$ cat src/hw/rtl/r2y420_pkg.sv
// ----------------------------------------------------------------------------
// r2y420_pkg: shared definitions of the RGB to YUV 4:2:0 converter
// Line store sizing, register indexes, BT.601 coefficients and the converted
// pixel type passed between the color math and the top level.
// ----------------------------------------------------------------------------
package r2y420_pkg;

  // line store sizing
  localparam int MAX_WIDTH = 2048;
  localparam int COL_W     = $clog2(MAX_WIDTH);

  // configuration register map
  localparam int CFG_IDX_W  = 1;
  localparam int CFG_DATA_W = 16;
  localparam logic [CFG_IDX_W-1:0] REG_FRAME_WIDTH  = 1'b0;
  localparam logic [CFG_IDX_W-1:0] REG_FRAME_HEIGHT = 1'b1;

  // register widths and reset values
  localparam int FW_W = 12;
  localparam int FH_W = 16;
  localparam logic [FW_W-1:0] RST_FRAME_WIDTH  = 12'd640;
  localparam logic [FH_W-1:0] RST_FRAME_HEIGHT = 16'd480;

  // luma coefficients
  localparam int Y_R   = 66;
  localparam int Y_G   = 129;
  localparam int Y_B   = 25;
  localparam int Y_OFS = 16;

  // chroma coefficients (magnitudes, signs fixed in the math)
  localparam int CB_R = 38;
  localparam int CB_G = 74;
  localparam int CB_B = 112;
  localparam int CR_R = 112;
  localparam int CR_G = 94;
  localparam int CR_B = 18;
  localparam int C_OFS = 128;

  // rounding term and positive bias that keeps chroma sums unsigned
  localparam int ROUND      = 128;
  localparam int BIAS       = 65536;
  localparam int BIAS_SHIFT = 256;

  // one converted pixel
  typedef struct packed {
    logic [7:0] cr;
    logic [7:0] cb;
    logic [7:0] luma;
  } ycc_t;

endpackage

$ cat src/hw/rtl/r2y420_csc.sv
// ----------------------------------------------------------------------------
// r2y420_csc: per-pixel BT.601 color space conversion
// Constant multiplies for Y, Cb and Cr, rounding shift by 8, offset and clamp
// to 0..255.
// ----------------------------------------------------------------------------
module r2y420_csc (
  input  logic [7:0]             red,
  input  logic [7:0]             green,
  input  logic [7:0]             blue,
  output r2y420_pkg::ycc_t       ycc
);

  logic [15:0] y_sum;
  logic [8:0]  y_raw;
  logic [16:0] cb_bias;
  logic [16:0] cr_bias;
  logic [9:0]  cb_raw;
  logic [9:0]  cr_raw;

  // luma: all terms positive, result never goes below the offset
  assign y_sum = 16'(red)   * 16'(r2y420_pkg::Y_R)
               + 16'(green) * 16'(r2y420_pkg::Y_G)
               + 16'(blue)  * 16'(r2y420_pkg::Y_B)
               + 16'(r2y420_pkg::ROUND);
  assign y_raw = {1'b0, y_sum[15:8]} + 9'(r2y420_pkg::Y_OFS);

  // chroma: biased by 65536 so the sum stays positive in 17 bits
  assign cb_bias = 17'(r2y420_pkg::BIAS + r2y420_pkg::ROUND)
                 + 17'(blue)  * 17'(r2y420_pkg::CB_B)
                 - 17'(red)   * 17'(r2y420_pkg::CB_R)
                 - 17'(green) * 17'(r2y420_pkg::CB_G);
  assign cr_bias = 17'(r2y420_pkg::BIAS + r2y420_pkg::ROUND)
                 + 17'(red)   * 17'(r2y420_pkg::CR_R)
                 - 17'(green) * 17'(r2y420_pkg::CR_G)
                 - 17'(blue)  * 17'(r2y420_pkg::CR_B);

  // remove the shifted bias and add the chroma offset
  assign cb_raw = {1'b0, cb_bias[16:8]}
                - 10'(r2y420_pkg::BIAS_SHIFT - r2y420_pkg::C_OFS);
  assign cr_raw = {1'b0, cr_bias[16:8]}
                - 10'(r2y420_pkg::BIAS_SHIFT - r2y420_pkg::C_OFS);

  // clamp to a byte
  always_comb begin
    ycc.luma = y_raw[8] ? 8'hFF : y_raw[7:0];
    if (cb_raw[9]) begin
      ycc.cb = 8'h00;
    end else if (cb_raw[8]) begin
      ycc.cb = 8'hFF;
    end else begin
      ycc.cb = cb_raw[7:0];
    end
    if (cr_raw[9]) begin
      ycc.cr = 8'h00;
    end else if (cr_raw[8]) begin
      ycc.cr = 8'hFF;
    end else begin
      ycc.cr = cr_raw[7:0];
    end
  end

endmodule

$ cat config.mk
export PLATFORM = sky130hd
export DESIGN_NAME = r2y420_csc
export DESIGN_NICKNAME = d
export VERILOG_FILES = /design/src/hw/rtl/r2y420_pkg.sv /design/src/hw/rtl/r2y420_csc.sv
export SDC_FILE = /design/constraint.sdc
export NUM_CORES = 1
export LEC_CHECK = 0
export BUFFER_PORTS_ARGS = -buffer_cell sky130_fd_sc_hd__buf_4
export CAP_MARGIN = 0
export CORE_UTILIZATION = 45
export DETAILED_ROUTE_END_ITERATION = 10
export GPL_TIMING_DRIVEN = 1
export PLACE_DENSITY = 0.72
export SLEW_MARGIN = 20
export SYNTH_ARGS = -nofsm -noshare
export SYNTH_HDL_FRONTEND = slang
export SYNTH_SLANG_ARGS = --single-unit
$ cat constraint.sdc
create_clock -name vclk -period 7.3
set_input_delay 0.365 -clock vclk [all_inputs]
set_output_delay 0.365 -clock vclk [all_outputs]
set_load 0.03 [all_outputs]
After elaboration in Yosys (flattened, before gate mapping)

Index checks and enable logic that the tools add are counted.

Add/subtract/negate cells: 12
$mul: 9
Multiplexer cells: 5

Operator list:

| cell                   | number |
|---|---|
| $mul 8x6->14 const B   | 3 |
| $mux 8                 | 5 |
| $add 17x15->17 const A | 2 |
| $sub 17x15->17         | 2 |
| $mul 8x5->13 const B   | 2 |
| $mul 8x3->11 const B   | 2 |
| $sub 9x8->10 const B   | 2 |
| $sub 17x13->17         | 1 |
| $sub 17x14->17         | 1 |
| $add 15x16->16         | 1 |
| $add 16x13->16         | 1 |
| $add 16x8->16 const B  | 1 |
| $mul 8x8->16 const B   | 1 |
| $mul 8x4->12 const B   | 1 |
| $add 8x5->9 const B    | 1 |

Register bits after elaboration: 0
Input port bits: 24

Longest topological paths before layout

Word-level depth: 7
Gate-level depth with buffers: 30

Worst setup path after synthesis

OpenSTA, ideal clock, no wires.

Kind: input to output
Start: in green[2]
End: out ycc[19] (netlist name)
Arrival time: 6555 ps
Buffers on the path: 1
Slack: 380 ps
Stages: 28
Path through: inv_1 fa_1 inv_1 ha_1 fa_1 inv_1 fa_1 nor2b_1 o21ai_0 a21boi_0 o21ai_0 a21oi_1 o21a_1 nor2_1 fa_1 inv_1 ha_1 ha_1 nand4_1 inv_1 o211ai_1 a21bo_2 and2_1 o21a_1 ha_1 clkbuf_1 and4b_1 nor3_1

RTL lines:

| element            | line             | text |
|---|---|---|
| start: declaration | r2y420_csc.sv:8  | `input logic [7:0] green,` |
| end: declaration   | r2y420_csc.sv:10 | `output r2y420_pkg::ycc_t ycc` |

==> metrics.yaml <==
run_status:
  status: "finished, final reports clean"
route:
  wl_um: 15200
  ant_nets: 0
  vias: 5671
  drt_first_pass_iters: 4
  viasPerCell: 5.04
  drt-initial-drc-count: 186
  drc: 0
  wire_per_inst_um: 13.5
synthesis:
  syn_area_sq_mm: 0.00756
  syn_inst: 860
  ys_warn_count: 0
  ys_seq_area_share_pct: 0
  syn_nets: 1200
  yosysTopAreaCellShare_pct: 37.9
  yosysTopAreaCell: "ha_1"
  synth.avg_cell_area_sq_um: 8.79
  ys_types: 62
  synth_area_leaders: "ha_1 (38%), fa_1 (23%), inv_1 (11%)"
place:
  portBuffers: 48
  place_congestion: 0.871
  dp_slack_ns: 0.184
  hpwl_um: 13800
job:
  maxCapViolCount: 0
global_routing:
  antenna_found_initial: 0
  grt_overflow: 0
  grt_pass1_wl_um: 26200
  grt_pass1_vias: 5560
  grtUsageTotal_pct: 18.3
  grt_max_degree: 13
critical_path:
  critPathCaptureType: "output port"
  critPathLaunchType: "input port"
  critPathMaxStageDelay_ns: 0.57
  cpMaxStageDelayCell: "fa_1"
  critPathKind: "input port to output port"
  worstPathMaxFanout: 11
  worstPathArrival_ns: 6.52
  crit_required_ns: 6.93
  crit_top_cell: "inv_1"
clock_network:
  hold_buffers: 0
  cts_setup_buffers: 0
  post_cts_resized: 0
die:
  rows: 47
  die_h_um: 132
  die_x_um: 132
  start_util_pct: 45.9
  die_area_sq_mm: 0.0173
  ios: 48
  coreArea_sq_mm: 0.0165
finish:
  final_common_cell: "ha_1"
  areaGrowthSynthToFinish_pct: 8.47
  clock_buffers: 0
  antenna_cells: 0
  drive_above_1_share_pct: 7.40
  register_area_sq_um: 0
  final_cell_mix: "ha_1 (227), inv_1 (223), fa_1 (87)"
  final_nets: 1248
  seq_cells: 0
sta:
  drv_slew: 0
  slew_headroom_pct: 68.9
  finalHoldViolations: 0
  worstMarginPinSlew_ns: 0.465
  setup_viol: 0
  fin_tns_setup_ns: 0
  layout_min_cycle_time_ns: 6.88
  fmax_mhz: 145
  rsz0062_at_grt: "no"
  period_share_pct: 94.3
  fin_ws_ns: 0.415
hold_path:
  hp-class: "input port to output port"
  min_from: "green[7]"
  hold_depth: 7
  whs_endpoint: "ycc[15]"
per-layer routing:
| metal | track usage [%] | wire length (um) |
|---|---|---|
| met4 | 1.42 | 102 |
| met2 | 31.9 | 7110 |
| met3 | 0.540 | 399 |
| met5 | 0 | 0 |
| met1 | 26.0 | 7590 |
cell families after synthesis:
kind of cell               share of synthesized area, %
muxes                                             0.331
buffers and inverters                              11.2
xor gates and xnor gates                           6.14
AOI/OAI and AO/OA                                  14.2
and+or+nand+nor                                    7.20
adders and majority gates                          60.9
worst max-delay path by stage:
stage                  start  endpoint  slack [ns]  cells after the start
floorplan           green[2]   ycc[19]        0.38                     28
global placement    green[2]   ycc[18]        0.35                     29
detailed placement  green[2]   ycc[18]        0.18                     29
CTS                 green[2]   ycc[18]        0.17                     29
global route        green[2]   ycc[22]       0.002                     27
finish              green[2]   ycc[18]        0.42                     29
layout make-up:
cell class	instances	area (sq um)
timing repair buffer	49	368
inverter	223	837
multi-input combinational	634	6720
tap	220	275
fill	1564	8270
synth_stat cells (all sizes together) (6+ instances only):
| cell | n |
|---|---|
| o21a | 11 |
| xnor2 | 36 |
| inv | 223 |
| nand2 | 26 |
| nor2b | 7 |
| nor3 | 15 |
| o21bai | 16 |
| ha | 229 |
| fa | 87 |
| nand3 | 6 |
| nor2 | 22 |
| xor2 | 17 |
| nand2b | 6 |
| a21o | 19 |
| a21oi | 56 |
| o21ai | 22 |
per-stage QoR:
stage / cells / area, sq um / hold slack (ns) / utilization [%]
after floorplan: 860 / 7560 / 1.45 / -
after global placement: 1126 / 8190 / 1.69 / 49.7
after detailed placement: 1126 / 8190 / 1.70 / 49.7
after CTS: 1126 / 8190 / 1.71 / 49.7
after global routing: 1126 / 8200 / 1.77 / 49.8
final: 1126 / 8200 / 1.69 / 49.8
critical path, delay by kind of cell:
| kind | cells | cell delay [ns] |
|---|---|---|
| buf+inv | 7 | 0.64 |
| simple gates | 6 | 0.81 |
| fa+ha+maj | 8 | 3.45 |
| compound gates | 8 | 1.26 |
Power is not shown: default switching activity piles up to over one toggle a cycle in this logic, so the estimate is an artifact.
